==> src/ckpt_pkg.sv <==
package ckpt_pkg;

  localparam int unsigned EXEC_BITS_DEF = 12;
  localparam int unsigned BUDGET_W      = 24;
  localparam int unsigned EPU_W         = 8;
  localparam int unsigned CCOST_W       = 4;
  localparam int unsigned CPS_W         = 12;
  localparam int unsigned FIN_W         = 17;
  localparam int unsigned ENERGY_W      = 25;
  localparam int unsigned APB_DW        = 32;
  localparam int unsigned APB_AW        = 3;
  localparam int unsigned UPC_W         = 4;

  localparam logic [EPU_W-1:0]   EPU_RESET   = 8'd25;
  localparam logic [CCOST_W-1:0] CCOST_RESET = 4'd1;

  // Register index, taken from byte address bit 2.
  typedef enum logic [0:0] {
    REG_ENERGY_PER_UNIT = 1'b0,
    REG_CHECKPOINT_COST = 1'b1
  } ckpt_reg_e;

  // Jump conditions of the microcode.
  typedef enum logic [2:0] {
    COND_NONE,
    COND_ALWAYS,
    COND_NO_INPUT,
    COND_DIV_BUSY,
    COND_RISE,
    COND_OVER,
    COND_OUT_FULL
  } ckpt_cond_e;

  typedef enum logic [1:0] {
    MUL_NONE,
    MUL_COST,
    MUL_PREV
  } ckpt_mul_e;

  typedef struct packed {
    ckpt_cond_e       cond;
    logic [UPC_W-1:0] target;
    logic             accept;
    logic             div_start;
    logic             cost_en;
    ckpt_mul_e        mul;
    logic             advance;
    logic             wr_ok;
    logic             wr_fail;
  } ckpt_ctrl_t;

  typedef struct packed {
    logic no_input;
    logic div_busy;
    logic rise;
    logic over;
    logic out_full;
  } ckpt_flags_t;

endpackage

==> src/ckpt_if.sv <==
interface ckpt_in_if #(
  parameter int unsigned EXEC_BITS = ckpt_pkg::EXEC_BITS_DEF
);
  logic                          valid;
  logic                          ready;
  logic [EXEC_BITS-1:0]          exec_time;
  logic [ckpt_pkg::BUDGET_W-1:0] energy_budget;

  modport source (output valid, exec_time, energy_budget, input ready);
  modport sink (input valid, exec_time, energy_budget, output ready);
endinterface

interface ckpt_out_if;
  logic                          valid;
  logic                          ready;
  logic                          schedulable;
  logic [ckpt_pkg::CPS_W-1:0]    checkpoints;
  logic [ckpt_pkg::FIN_W-1:0]    finish_time;
  logic [ckpt_pkg::ENERGY_W-1:0] energy_needed;

  modport source (output valid, schedulable, checkpoints, finish_time, energy_needed,
                  input ready);
  modport sink (input valid, schedulable, checkpoints, finish_time, energy_needed,
                output ready);
endinterface

==> src/ckpt_div.sv <==
module ckpt_div #(
  parameter int unsigned W = ckpt_pkg::EXEC_BITS_DEF + 1
) (
  input  logic         clk_i,
  input  logic         rst_ni,
  input  logic         start_i,
  input  logic [W-1:0] dividend_i,
  input  logic [W-1:0] divisor_i,
  output logic         busy_o,
  output logic [W-1:0] quotient_o
);

  localparam int unsigned CNT_W = $clog2(W + 1);

  logic [W-1:0]     rem_q, rem_d, quo_q, quo_d, div_q, div_d;
  logic [CNT_W-1:0] cnt_q, cnt_d;
  logic [W:0]       trial, diff;

  // Restoring division, one quotient bit per cycle.
  always_comb begin
    trial = {rem_q, quo_q[W-1]};
    diff  = trial - {1'b0, div_q};
    rem_d = rem_q;
    quo_d = quo_q;
    div_d = div_q;
    cnt_d = cnt_q;
    if (start_i) begin
      rem_d = '0;
      quo_d = dividend_i;
      div_d = divisor_i;
      cnt_d = CNT_W'(W);
    end else if (cnt_q != '0) begin
      if (!diff[W]) begin
        rem_d = diff[W-1:0];
        quo_d = {quo_q[W-2:0], 1'b1};
      end else begin
        rem_d = trial[W-1:0];
        quo_d = {quo_q[W-2:0], 1'b0};
      end
      cnt_d = cnt_q - 1'b1;
    end
  end

  always_ff @(posedge clk_i or negedge rst_ni) begin
    if (!rst_ni) begin
      cnt_q <= '0;
    end else begin
      cnt_q <= cnt_d;
    end
  end

  always_ff @(posedge clk_i) begin
    rem_q <= rem_d;
    quo_q <= quo_d;
    div_q <= div_d;
  end

  assign busy_o     = (cnt_q != '0);
  assign quotient_o = quo_q;

  assert property (@(posedge clk_i) disable iff (!rst_ni) start_i |-> !busy_o)
    else $error("division started while the previous one runs");

  assert property (@(posedge clk_i) disable iff (!rst_ni) start_i |-> divisor_i != '0)
    else $error("division by zero started");

  assert property (@(posedge clk_i) disable iff (!rst_ni) start_i |=> busy_o)
    else $error("divider not busy after start");

endmodule

==> src/ckpt_seq.sv <==
module ckpt_seq (
  input  logic                  clk_i,
  input  logic                  rst_ni,
  input  ckpt_pkg::ckpt_flags_t flags_i,
  output ckpt_pkg::ckpt_ctrl_t  ctrl_o
);

  localparam logic [ckpt_pkg::UPC_W-1:0] S_IDLE    = 4'd0;
  localparam logic [ckpt_pkg::UPC_W-1:0] S_DIV     = 4'd1;
  localparam logic [ckpt_pkg::UPC_W-1:0] S_WAIT    = 4'd2;
  localparam logic [ckpt_pkg::UPC_W-1:0] S_COST    = 4'd3;
  localparam logic [ckpt_pkg::UPC_W-1:0] S_MUL     = 4'd4;
  localparam logic [ckpt_pkg::UPC_W-1:0] S_CMP     = 4'd5;
  localparam logic [ckpt_pkg::UPC_W-1:0] S_CHK     = 4'd6;
  localparam logic [ckpt_pkg::UPC_W-1:0] S_ADV     = 4'd7;
  localparam logic [ckpt_pkg::UPC_W-1:0] S_OK_MUL  = 4'd8;
  localparam logic [ckpt_pkg::UPC_W-1:0] S_OK_WR   = 4'd9;
  localparam logic [ckpt_pkg::UPC_W-1:0] S_OK_RET  = 4'd10;
  localparam logic [ckpt_pkg::UPC_W-1:0] S_FAIL_WR = 4'd11;
  localparam logic [ckpt_pkg::UPC_W-1:0] S_FAIL_RET = 4'd12;

  logic [ckpt_pkg::UPC_W-1:0] upc_q, upc_d;
  logic                       take;

  function automatic ckpt_pkg::ckpt_ctrl_t mk(
    input ckpt_pkg::ckpt_cond_e       cond,
    input logic [ckpt_pkg::UPC_W-1:0] target
  );
    ckpt_pkg::ckpt_ctrl_t w;
    w        = '0;
    w.cond   = cond;
    w.target = target;
    w.mul    = ckpt_pkg::MUL_NONE;
    return w;
  endfunction

  // Microcode store: one control word per step.
  always_comb begin
    ctrl_o = mk(ckpt_pkg::COND_ALWAYS, S_IDLE);
    case (upc_q)
      S_IDLE: begin
        ctrl_o        = mk(ckpt_pkg::COND_NO_INPUT, S_IDLE);
        ctrl_o.accept = 1'b1;
      end
      S_DIV: begin
        ctrl_o           = mk(ckpt_pkg::COND_NONE, S_IDLE);
        ctrl_o.div_start = 1'b1;
      end
      S_WAIT: ctrl_o = mk(ckpt_pkg::COND_DIV_BUSY, S_WAIT);
      S_COST: begin
        ctrl_o         = mk(ckpt_pkg::COND_NONE, S_IDLE);
        ctrl_o.cost_en = 1'b1;
      end
      S_MUL: begin
        ctrl_o     = mk(ckpt_pkg::COND_NONE, S_IDLE);
        ctrl_o.mul = ckpt_pkg::MUL_COST;
      end
      S_CMP: ctrl_o = mk(ckpt_pkg::COND_RISE, S_OK_MUL);
      S_CHK: ctrl_o = mk(ckpt_pkg::COND_OVER, S_FAIL_WR);
      S_ADV: begin
        ctrl_o         = mk(ckpt_pkg::COND_ALWAYS, S_DIV);
        ctrl_o.advance = 1'b1;
      end
      S_OK_MUL: begin
        ctrl_o     = mk(ckpt_pkg::COND_NONE, S_IDLE);
        ctrl_o.mul = ckpt_pkg::MUL_PREV;
      end
      S_OK_WR: begin
        ctrl_o       = mk(ckpt_pkg::COND_OUT_FULL, S_OK_WR);
        ctrl_o.wr_ok = 1'b1;
      end
      S_OK_RET: ctrl_o = mk(ckpt_pkg::COND_ALWAYS, S_IDLE);
      S_FAIL_WR: begin
        ctrl_o         = mk(ckpt_pkg::COND_OUT_FULL, S_FAIL_WR);
        ctrl_o.wr_fail = 1'b1;
      end
      S_FAIL_RET: ctrl_o = mk(ckpt_pkg::COND_ALWAYS, S_IDLE);
      default: ctrl_o = mk(ckpt_pkg::COND_ALWAYS, S_IDLE);
    endcase
  end

  always_comb begin
    case (ctrl_o.cond)
      ckpt_pkg::COND_NONE:     take = 1'b0;
      ckpt_pkg::COND_ALWAYS:   take = 1'b1;
      ckpt_pkg::COND_NO_INPUT: take = flags_i.no_input;
      ckpt_pkg::COND_DIV_BUSY: take = flags_i.div_busy;
      ckpt_pkg::COND_RISE:     take = flags_i.rise;
      ckpt_pkg::COND_OVER:     take = flags_i.over;
      ckpt_pkg::COND_OUT_FULL: take = flags_i.out_full;
      default:                 take = 1'b1;
    endcase
    upc_d = take ? ctrl_o.target : upc_q + 1'b1;
  end

  always_ff @(posedge clk_i or negedge rst_ni) begin
    if (!rst_ni) begin
      upc_q <= S_IDLE;
    end else begin
      upc_q <= upc_d;
    end
  end

  assert property (@(posedge clk_i) disable iff (!rst_ni) upc_q <= S_FAIL_RET)
    else $error("step counter left the program");

endmodule

==> src/checkpoint_count_search.sv <==
// Checkpoint count search.
// A task arrives as one transfer on in_ch (execution time and energy budget).
// The block walks n = 1, 2, ... evaluating e + n*r + ceil(e/n), where r is the
// checkpoint_cost register, and stops at the first n whose cost rises above
// the previous one. It then returns one transfer on out_ch: n-1 checkpoints,
// the previous cost as finish time and that cost times energy_per_unit.
// Should a non-final step need more energy than the budget, the result is
// marked not schedulable with all other fields zero.
// Each count examined spends almost all of its time in the restoring divider,
// which yields one quotient bit per cycle. A task examines N counts, and the
// next task can be taken after its result is written. N is near sqrt(e / r) + 1,
// about 66 at most for a 12-bit time with unit overhead.
// One task is worked on at a time.
// The result sits in an output register, so while the receiver stalls the
// next task is taken in and searched; only its final write waits.
// Reset clears the sequencer, the divider count and the output valid flag and
// loads energy_per_unit = 25 and checkpoint_cost = 1. The user must write the
// registers over the APB port at byte addresses 0 and 4 while the block is idle;
// the block does not enforce this. A checkpoint_cost of zero behaves as one.
module checkpoint_count_search #(
  parameter int unsigned EXEC_BITS = ckpt_pkg::EXEC_BITS_DEF
) (
  input  logic                          clk_i,
  input  logic                          rst_ni,
  input  logic                          psel,
  input  logic                          penable,
  input  logic                          pwrite,
  input  logic [ckpt_pkg::APB_AW-1:0]   paddr,
  input  logic [ckpt_pkg::APB_DW-1:0]   pwdata,
  output logic [ckpt_pkg::APB_DW-1:0]   prdata,
  output logic                          pready,
  ckpt_in_if.sink                       in_ch,
  ckpt_out_if.source                    out_ch
);

  // Step count, cost and product widths.
  localparam int unsigned NW   = EXEC_BITS + 1;
  localparam int unsigned CW   = EXEC_BITS + 5;
  localparam int unsigned PW   = CW + ckpt_pkg::EPU_W;
  localparam int unsigned CMPW = (PW > ckpt_pkg::BUDGET_W) ? PW : ckpt_pkg::BUDGET_W;

  ckpt_pkg::ckpt_ctrl_t  ctrl;
  ckpt_pkg::ckpt_flags_t flags;

  // Configuration registers.
  logic [ckpt_pkg::EPU_W-1:0]   cfg_epu_q;
  logic [ckpt_pkg::CCOST_W-1:0] cfg_cost_q;
  logic                         cfg_wr;
  ckpt_pkg::ckpt_reg_e          cfg_idx;

  // Datapath.
  logic [EXEC_BITS-1:0]          e_q;
  logic [ckpt_pkg::BUDGET_W-1:0] budget_q;
  logic [ckpt_pkg::CCOST_W-1:0]  r_q, r_sat;
  logic [ckpt_pkg::EPU_W-1:0]    k_q;
  logic [NW-1:0]                 n_q;
  logic [CW-1:0]                 nr_q, cost_q, prev_q, mul_a;
  logic [PW-1:0]                 prod_q;
  logic                          first_q;
  logic                          in_fire;
  logic [NW-1:0]                 dividend, quotient;
  logic                          div_busy;

  // Output register.
  logic                          out_valid_q, out_valid_d;
  logic                          sched_q;
  logic [ckpt_pkg::CPS_W-1:0]    cps_q;
  logic [ckpt_pkg::FIN_W-1:0]    fin_q;
  logic [ckpt_pkg::ENERGY_W-1:0] en_q;
  logic                          out_full, wr;

  // APB port: writes complete in the access cycle, pready is tied high.
  assign pready  = 1'b1;
  assign cfg_wr  = psel && penable && pwrite && pready;
  assign cfg_idx = ckpt_pkg::ckpt_reg_e'(paddr[2]);

  always_ff @(posedge clk_i or negedge rst_ni) begin
    if (!rst_ni) begin
      cfg_epu_q  <= ckpt_pkg::EPU_RESET;
      cfg_cost_q <= ckpt_pkg::CCOST_RESET;
    end else if (cfg_wr) begin
      case (cfg_idx)
        ckpt_pkg::REG_ENERGY_PER_UNIT: cfg_epu_q  <= pwdata[ckpt_pkg::EPU_W-1:0];
        ckpt_pkg::REG_CHECKPOINT_COST: cfg_cost_q <= pwdata[ckpt_pkg::CCOST_W-1:0];
        default: ;
      endcase
    end
  end

  always_comb begin
    case (cfg_idx)
      ckpt_pkg::REG_ENERGY_PER_UNIT: prdata = ckpt_pkg::APB_DW'(cfg_epu_q);
      ckpt_pkg::REG_CHECKPOINT_COST: prdata = ckpt_pkg::APB_DW'(cfg_cost_q);
      default:                       prdata = '0;
    endcase
  end

  // Sequencer and divider.
  ckpt_seq u_seq (
    .clk_i   (clk_i),
    .rst_ni  (rst_ni),
    .flags_i (flags),
    .ctrl_o  (ctrl)
  );

  // ceil(e / n) is computed as (e + n - 1) / n.
  assign dividend = NW'(e_q) + n_q - NW'(1);

  ckpt_div #(
    .W (NW)
  ) u_div (
    .clk_i      (clk_i),
    .rst_ni     (rst_ni),
    .start_i    (ctrl.div_start),
    .dividend_i (dividend),
    .divisor_i  (n_q),
    .busy_o     (div_busy),
    .quotient_o (quotient)
  );

  assign in_ch.ready = ctrl.accept;
  assign in_fire     = in_ch.valid && ctrl.accept;
  assign r_sat       = (cfg_cost_q == '0) ? ckpt_pkg::CCOST_W'(1) : cfg_cost_q;
  assign mul_a       = (ctrl.mul == ckpt_pkg::MUL_PREV) ? prev_q : cost_q;

  always_ff @(posedge clk_i) begin
    if (in_fire) begin
      e_q      <= in_ch.exec_time;
      budget_q <= in_ch.energy_budget;
      r_q      <= r_sat;
      k_q      <= cfg_epu_q;
      n_q      <= NW'(1);
      nr_q     <= CW'(r_sat);
    end
    if (ctrl.cost_en) begin
      cost_q <= CW'(e_q) + nr_q + CW'(quotient);
    end
    if (ctrl.mul != ckpt_pkg::MUL_NONE) begin
      prod_q <= PW'(mul_a) * PW'(k_q);
    end
    if (ctrl.advance) begin
      prev_q <= cost_q;
      n_q    <= n_q + NW'(1);
      nr_q   <= nr_q + CW'(r_q);
    end
  end

  // The first count has no predecessor to compare against.
  always_ff @(posedge clk_i or negedge rst_ni) begin
    if (!rst_ni) begin
      first_q <= 1'b1;
    end else if (in_fire) begin
      first_q <= 1'b1;
    end else if (ctrl.advance) begin
      first_q <= 1'b0;
    end
  end

  assign out_full       = out_valid_q && !out_ch.ready;
  assign flags.no_input = !in_ch.valid;
  assign flags.div_busy = div_busy;
  assign flags.rise     = !first_q && (cost_q > prev_q);
  assign flags.over     = CMPW'(prod_q) > CMPW'(budget_q);
  assign flags.out_full = out_full;

  // Result write; the sequencer holds the write step while the slot is full.
  assign wr          = (ctrl.wr_ok || ctrl.wr_fail) && !out_full;
  assign out_valid_d = wr ? 1'b1 : (out_ch.ready ? 1'b0 : out_valid_q);

  always_ff @(posedge clk_i or negedge rst_ni) begin
    if (!rst_ni) begin
      out_valid_q <= 1'b0;
    end else begin
      out_valid_q <= out_valid_d;
    end
  end

  always_ff @(posedge clk_i) begin
    if (wr) begin
      sched_q <= ctrl.wr_ok;
      cps_q   <= ctrl.wr_ok ? ckpt_pkg::CPS_W'(n_q - NW'(1)) : '0;
      fin_q   <= ctrl.wr_ok ? ckpt_pkg::FIN_W'(prev_q) : '0;
      en_q    <= ctrl.wr_ok ? ckpt_pkg::ENERGY_W'(prod_q) : '0;
    end
  end

  assign out_ch.valid         = out_valid_q;
  assign out_ch.schedulable   = sched_q;
  assign out_ch.checkpoints   = cps_q;
  assign out_ch.finish_time   = fin_q;
  assign out_ch.energy_needed = en_q;

  assert property (@(posedge clk_i) disable iff (!rst_ni) in_fire |=> !in_ch.ready)
    else $error("second task taken while a search runs");

  assert property (@(posedge clk_i) disable iff (!rst_ni) in_ch.ready |-> !div_busy)
    else $error("divider still busy while idle");

  assert property (@(posedge clk_i) disable iff (!rst_ni) ctrl.wr_ok |-> !first_q)
    else $error("successful result before any count was compared");

endmodule
==> src/flat_wrapper.sv <==
// flat-port wrapper written by rule: the top's interface ports become plain ports
module checkpoint_count_search_flat 
#(
  parameter int unsigned EXEC_BITS = ckpt_pkg::EXEC_BITS_DEF
)
  (clk_i, rst_ni, psel, penable, pwrite, paddr, pwdata, prdata, pready, in_ch_valid, in_ch_exec_time, in_ch_energy_budget, in_ch_ready, out_ch_valid, out_ch_schedulable, out_ch_checkpoints, out_ch_finish_time, out_ch_energy_needed, out_ch_ready);
  ckpt_in_if #(.EXEC_BITS(EXEC_BITS)) in_ch_i ();
  ckpt_out_if out_ch_i ();
  input  logic clk_i;
  input  logic rst_ni;
  input  logic psel;
  input  logic penable;
  input  logic pwrite;
  input  logic [ckpt_pkg::APB_AW-1:0] paddr;
  input  logic [ckpt_pkg::APB_DW-1:0] pwdata;
  output logic [ckpt_pkg::APB_DW-1:0] prdata;
  output logic pready;
  input wire logic [$bits(in_ch_i.valid)-1:0] in_ch_valid;
  input wire logic [$bits(in_ch_i.exec_time)-1:0] in_ch_exec_time;
  input wire logic [$bits(in_ch_i.energy_budget)-1:0] in_ch_energy_budget;
  output wire logic [$bits(in_ch_i.ready)-1:0] in_ch_ready;
  output wire logic [$bits(out_ch_i.valid)-1:0] out_ch_valid;
  output wire logic [$bits(out_ch_i.schedulable)-1:0] out_ch_schedulable;
  output wire logic [$bits(out_ch_i.checkpoints)-1:0] out_ch_checkpoints;
  output wire logic [$bits(out_ch_i.finish_time)-1:0] out_ch_finish_time;
  output wire logic [$bits(out_ch_i.energy_needed)-1:0] out_ch_energy_needed;
  input wire logic [$bits(out_ch_i.ready)-1:0] out_ch_ready;
  assign in_ch_i.valid = in_ch_valid;
  assign in_ch_i.exec_time = in_ch_exec_time;
  assign in_ch_i.energy_budget = in_ch_energy_budget;
  assign in_ch_ready = in_ch_i.ready;
  assign out_ch_valid = out_ch_i.valid;
  assign out_ch_schedulable = out_ch_i.schedulable;
  assign out_ch_checkpoints = out_ch_i.checkpoints;
  assign out_ch_finish_time = out_ch_i.finish_time;
  assign out_ch_energy_needed = out_ch_i.energy_needed;
  assign out_ch_i.ready = out_ch_ready;
  checkpoint_count_search #(.EXEC_BITS(EXEC_BITS)) u_core (.clk_i(clk_i), .rst_ni(rst_ni), .psel(psel), .penable(penable), .pwrite(pwrite), .paddr(paddr), .pwdata(pwdata), .prdata(prdata), .pready(pready), .in_ch(in_ch_i), .out_ch(out_ch_i));
endmodule
==> config.mk <==
export PLATFORM = sky130hd
export DESIGN_NAME = checkpoint_count_search_flat
export DESIGN_NICKNAME = d
export VERILOG_FILES = /design/src/ckpt_pkg.sv /design/src/ckpt_if.sv /design/src/ckpt_div.sv /design/src/ckpt_seq.sv /design/src/checkpoint_count_search.sv /design/src/flat_wrapper.sv
export SDC_FILE = /design/constraint.sdc
export NUM_CORES = 1
export LEC_CHECK = 0
export BUFFER_PORTS_ARGS = -buffer_cell sky130_fd_sc_hd__buf_4
export CELL_PAD_IN_SITES_DETAIL_PLACEMENT = 1
export CELL_PAD_IN_SITES_GLOBAL_PLACEMENT = 1
export CORE_MARGIN = 1.5
export CORE_UTILIZATION = 35
export DETAILED_ROUTE_END_ITERATION = 16
export HOLD_SLACK_MARGIN = 0.12
export PLACE_DENSITY = 0.65
export SYNTH_ARGS = -nofsm -noshare
export SYNTH_HDL_FRONTEND = slang
export SYNTH_SLANG_ARGS = --single-unit
==> constraint.sdc <==
create_clock -name clk_i -period 8.91 [get_ports clk_i]
set_input_delay 1.782 -clock clk_i [delete_from_list [all_inputs] [get_ports clk_i]]
set_output_delay 1.782 -clock clk_i [all_outputs]
set_load 0.01 [all_outputs]
-- Word-level counts from Yosys, hierarchy flattened
Memory sizes are Yosys's and may differ from the RTL's.
Index checks and enable logic that the tools add are counted.
- output and inout bits: 90
- logic and storage cells: 82
- flip-flop bits (word level): 253
- memories kept: 1
- ROM bits: 224
- memories (memory ; depth ; width ; rd ports ; clocked after memory_dff ; write ports ; line ; source):
    (name not given) ; 16 ; 14 ; 1 ; 0 ; 0 ; ckpt_seq.sv:40 ; case (upc_q)
- bitwise operators: 1
- equality and inequality tests: 6
- $lt $le $gt $ge: 2
- multipliers: 1
- muxes and demuxes: 19
- add/sub/neg operators: 10
- reductions and logical operators: 20
- operators with widths (operator ; number):
    $mux 13 ; 5
    $pmux 32 s2 ; 1
    $mux 17 ; 3
    $gt 25x24->1 ; 1
    $mul 17x8->25 ; 1
    $add 12x17->17 ; 1
    $add 17x13->17 ; 1
    $add 17x4->17 ; 1
    $gt 17x17->1 ; 1
    $mux 4 ; 4
    $sub 14x13->14 ; 1
    $add 12x13->13 ; 1
    $add 13x1->13 const B ; 1
    $sub 13x1->13 const B ; 1
    $sub 12x1->12 const B ; 1
    $eq 3x3->1 const B ; 3
    $reduce_bool 2->1 ; 4
    $eq 3x2->1 const B ; 2
    $logic_and 1x1->1 ; 6
    $pmux 1 s6 ; 1
    $mux 1 ; 5
    $add 4x1->4 const B ; 1
    $logic_not 1->1 ; 4
    $logic_not 4->1 ; 1
    7 further kinds ; 8

-- Depth between registers and ports, before layout
- depth in word-level cells: 5
- mapped depth: 25

-- Cells and area by module
Synthesis repeated with hierarchy kept, for this count alone.
- cell total of the unflattened synthesis: 1669
- area, all modules: 18211.2 µm²
- by module, submodules not included (module ; cells an instance ; times used ; seq. area each (µm²) ; area an instance (µm²)):
    checkpoint_count_search ; 1383 ; 1 ; 6122.1 ; 15290.9
    ckpt_div ; 223 ; 1 ; 1141.1 ; 2384.8
    ckpt_seq ; 63 ; 1 ; 100.1 ; 535.5

-- Least setup slack after synthesis
Ideal clock, no wire load.
- path kind: reg2reg
- start: register u_core.u_seq.upc_q[3] in the netlist's numbering
- end: register u_core.prod_q[24], data pin
- period minus slack after synthesis: 6.691 ns
- setup slack: 2.219 ns
- cell stages (with the launch flop): 24
- arrival time: 6.436 ns
- library setup time: 0.255 ns
- cell sequence: dfrtp_1 > clkbuf_1 > nor2b_1 > clkbuf_1 > nand2_1 > buf_1 > mux2i_1 > nand2b_1 > fa_1 > fa_1 > inv_1 > fa_1 > inv_1 > fa_1 > inv_1 > ha_1 > o21ai_0 > a211oi_1 > a211o_1 > o21ai_1 > a2111oi_0 > a211o_1 > or4_1 > and3_1
- cells in the longest elaborated chain, start to end: 4
- ends and longest elaborated chain (what ; line ; source):
    start: declaration ; ckpt_seq.sv:22 ; logic [ckpt_pkg::UPC_W-1:0] upc_q, upc_d;
    start signal: assignment ; ckpt_seq.sv:100 ; upc_q <= upc_d;
    $mem_v2 16x14 ; n/a ;
    $eq 2x2->1 ; checkpoint_count_search.sv:124 ; assign mul_a = (ctrl.mul == ckpt_pkg::MUL_PREV) ? prev_q : cost_q;
    $mux 17 ; checkpoint_count_search.sv:124 ;
    $mul 17x8->25 ; checkpoint_count_search.sv:139 ; prod_q <= PW'(mul_a) * PW'(k_q);
    end signal: assignment ; checkpoint_count_search.sv:139 ;
    end: declaration ; checkpoint_count_search.sv:58 ; logic [PW-1:0] prod_q;
No other way between the ends.
A chain may end at the register's enable or synchronous reset.

-- Worst setup path in the final report
Same ends and word-level chain as after synthesis.

==> results by group <==
Outcome
  – Run status: completed

Hold path
  – Hold Path Origin: u_core.first_q
  – Worst Hold End: u_core.first_q
  – Class of the worst hold path: flop to flop
  – Hold path depth: 2

Synthesis
  – Yosys top cell by area: edfxtp_1
  – Most used DFF post-synth: edfxtp_1
  – Number of flops mapped to enable cells by yosys: 218
  – Most common cell in the netlist: inv_1
  – Synth area leaders: edfxtp_1 37%, fa_1 12%, ha_1 11%, inv_1 5.1%, nor2b_1 3.9%
  – Cell area after synthesis: between 15,000 and 20,000 um^2
  – Ys async rst share: 0.0870
  – Yosys cell types: 64
  – Syn Area/Cell: 10.8 um^2
  – Yosys reg bits: 253
  – Commonest cells post-synth: 241 x inv_1, 218 x edfxtp_1, 150 x ha_1
  – Synth warn: 0
  – Gate Count Post-Synth: around 1.6k
  – Sequential fraction of the synthesis area: 0.418
  – Share of the synthesized area in the top cell type: 0.371

STA
  – Hold Fails Final Rpt: 0
  – Setup-failing EPs final: 0
  – Final cycle utilization of the critical path: 0.869
  – Layout Skew: 12.8 ps
  – Max Clk Rate: 129 MHz
  – Setup_tns: 0 ps
  – Min cycle time layout: 7740 ps
  – Final Slew Violations: 0
  – Tightest Pin Transition: 1100 ps
  – Slew headroom: 0.264
  – RSZ-0062 raised after global routing: false
  – Hold_ws: 464 ps

Floorplan
  – # rows: around 80
  – Chip Width: 227 um
  – Ports: roughly 170
  – Die Height: 227 um
  – Starting Density: 0.353
  – Die area: 51,700 um^2
  – Core Area: 50,000 um^2

Clocking
  – Inserted Clock Buffers: 31
  – Resize count post-CTS: 0
  – # hold bufs at CTS: 0
  – Post-CTS setup buffer count: 0
  – Clock root buffer: clkbuf_16
  – Clk pin slew, worst setup/hold paths: 60 ps
  – Worst skew pair latency: 590 ps
  – Max clock buf depth: 3
  – H-tree levels: 1
  – CTS tree: yes
  – Clk sinks: 253

Setup path
  – Worst Setup Start Kind: flop
  – Critical-path top delay cell: mux2i_1
  – Reg2reg setup slack: 1170 ps
  – Crit path max-delay family: adder cells
  – Slowest stage delay, CP: between 900 and 1000 ps
  – Worst Reg2Reg Path Length in Cells: 21
  – R2r startpoint: u_core.u_seq.upc_q[3]
  – Worst r2r dst: u_core.prod_q[24]
  – CP Class: flop to flop
  – Critical path data arrival time: just over 8000 ps
  – CP Cell Sequence: nor2b_1 > buf_4 > nand2_1 > mux2i_1 > nand2b_1 > fa_1 > fa_1 > inv_1 > fa_1 > inv_1 > fa_1 > inv_1 > ha_1 > o21ai_0 > a211oi_1 > a211o_1 > o21ai_1 > a2111oi_0 > a211o_1 > or4_1 > and3_1
  – Worst EP required: 9240 ps
  – Buf+Inv Stages, Crit Path: 4
  – Nature of the critical path endpoint: flop
  – Crit path max fanout: 29
  – Crit path top cell by count: fa_1

Global routing
  – First-pass GRT wire length: around 66,000 um
  – Initial antenna violation count: 0
  – Largest net degree at the start of global routing: between 40 and 50
  – Gr ovfl total: 0
  – Total Routing Usage GR: 0.162
  – Vias in the first global route: 12.7k

Route
  – Vias per inst: 4.80
  – DRC errors left: 0
  – Drt total wl: slightly above 40,000 um
  – DR pass1 iterations: 4
  – First-iteration detailed-routing DRC count: around 360
  – Post-route ant nets: 0
  – Drt wl/cell: 16.9 um
  – DR vias: 11.7k

Cells and area
  – # fillers: 5,526
  – Diodes inserted: 0
  – Area Growth Syn to Fin: 14.5%
  – Share of cells above drive strength 1: 0.119
  – Fin nets: ~2.1k
  – Final core area utilization: 0.404

Job
  – Max-cap violations: 0

Placed design
  – PortBufs: 116
  – DP Wirelength: about 32,000 um
  – Final Wtd Congestion: just over 0.8
[worst register-to-register path: cells and delay by family, from the launching register on]
kind | cells | cell delay [ps]
AOI/OAI and AO/OA | 6 | 1640
adders and majority gates | 5 | 2300
buffers and inverters | 4 | 420
DFF | 1 | 520
muxes | 1 | 920
and+or+nand+nor | 5 | 1670
[cell usage in the layout, fill, tap and decap left out, types with 5 or more instances in the layout]
cell type	instances
inv_1	240
nand2_1	79
clkbuf_1	5
o21ai_1	5
dfrtp_1	17
o31a_1	5
a21boi_0	5
nor4_1	6
xor2_1	25
a211oi_1	11
a21oi_1	62
fa_1	106
nand4_1	19
or3_1	8
o21a_1	12
dfstp_2	5
and3_1	32
clkbuf_16	32
xnor2_1	54
a21o_1	17
mux2_2	19
o211ai_1	9
dfxtp_1	13
nor2_1	97
conb_1	25
o21ai_0	61
nor2b_1	109
nand3_1	35
nand2b_1	26
ha_1	150
nor3_1	29
clkinv_2	8
mux2i_1	25
buf_4	125
and2_1	21
edfxtp_1	218
[metal layers]
metal	share of wire	global-route usage
met4	0.034	0.0538
met2	0.49	0.286
met3	0.030	0.0214
met5	0	0
met1	0.44	0.203
[worst max-delay path by stage]
stage / end / from / depth (start not counted) / slack, ps
after floorplan: u_core.prod_q[24] / u_core.u_seq.upc_q[3] / 23 / 2220
after global placement: u_core.prod_q[24] / u_core.u_seq.upc_q[3] / 21 / 1230
after detailed placement: u_core.prod_q[24] / u_core.u_seq.upc_q[3] / 21 / 1200
after CTS: u_core.prod_q[24] / u_core.u_seq.upc_q[3] / 21 / 1170
after global routing: u_core.prod_q[24] / u_core.u_seq.upc_q[3] / 21 / 700
final: u_core.prod_q[24] / u_core.u_seq.upc_q[3] / 21 / 1170
[per-stage QoR]
stage               setup WS [ps]  std cells  area, um^2
finish                       1170       2448       20200
global route                  700       2448       20200
CTS                          1170       2448       20200
detailed placement           1200       2390       19200
global placement             1230       2390       19200
floorplan                    2220       1657       17700
[registers in the layout, summed over array words and instances (netlist names), 8 cells and up]
register                     flops
u_core.out_ch.finish_time       17
u_core.u_div.rem_q              13
u_core.budget_q                 24
u_core.u_div.quotient_o         13
u_core.u_div.div_q              13
u_core.e_q                      12
u_core.out_ch.energy_needed     25
u_core.n_q                      13
u_core.out_ch.checkpoints       12
u_core.cfg_epu_q                 8
u_core.cost_q                   17
u_core.prev_q                   17
u_core.k_q                       8
u_core.nr_q                     17
u_core.prod_q                   25
[cells by family (layout without fill, tap and decap cells)]
family | after synthesis | after routing | share of synthesized area
adders and majority gates | 256 | 256 | 0.227
muxes | 45 | 45 | 0.0272
other | 2 | 25 | 0.000426
DFF | 253 | 253 | 0.418
and+or+nand+nor | 479 | 479 | 0.143
xor gates and xnor gates | 79 | 79 | 0.0393
buffers and inverters | 306 | 425 | 0.0713
AOI/OAI and AO/OA | 214 | 214 | 0.0747
[area by class of cell]
cell class | instances | area (um^2) | share of cell area
repair buffers | 125 | 938 | 0.0465
flip-flops and latches | 253 | 7360 | 0.365
clock buffers | 40 | 861 | 0.0426
clock inverters | 18 | 169 | 0.00837
multi-input cells | 1098 | 9100 | 0.451
well taps | 672 | 841 | 0.0417
inverters | 242 | 908 | 0.0450
Power is left out: the tool's default activity adds up to more than one toggle a clock period on the data nets, which glitch-free logic cannot reach.
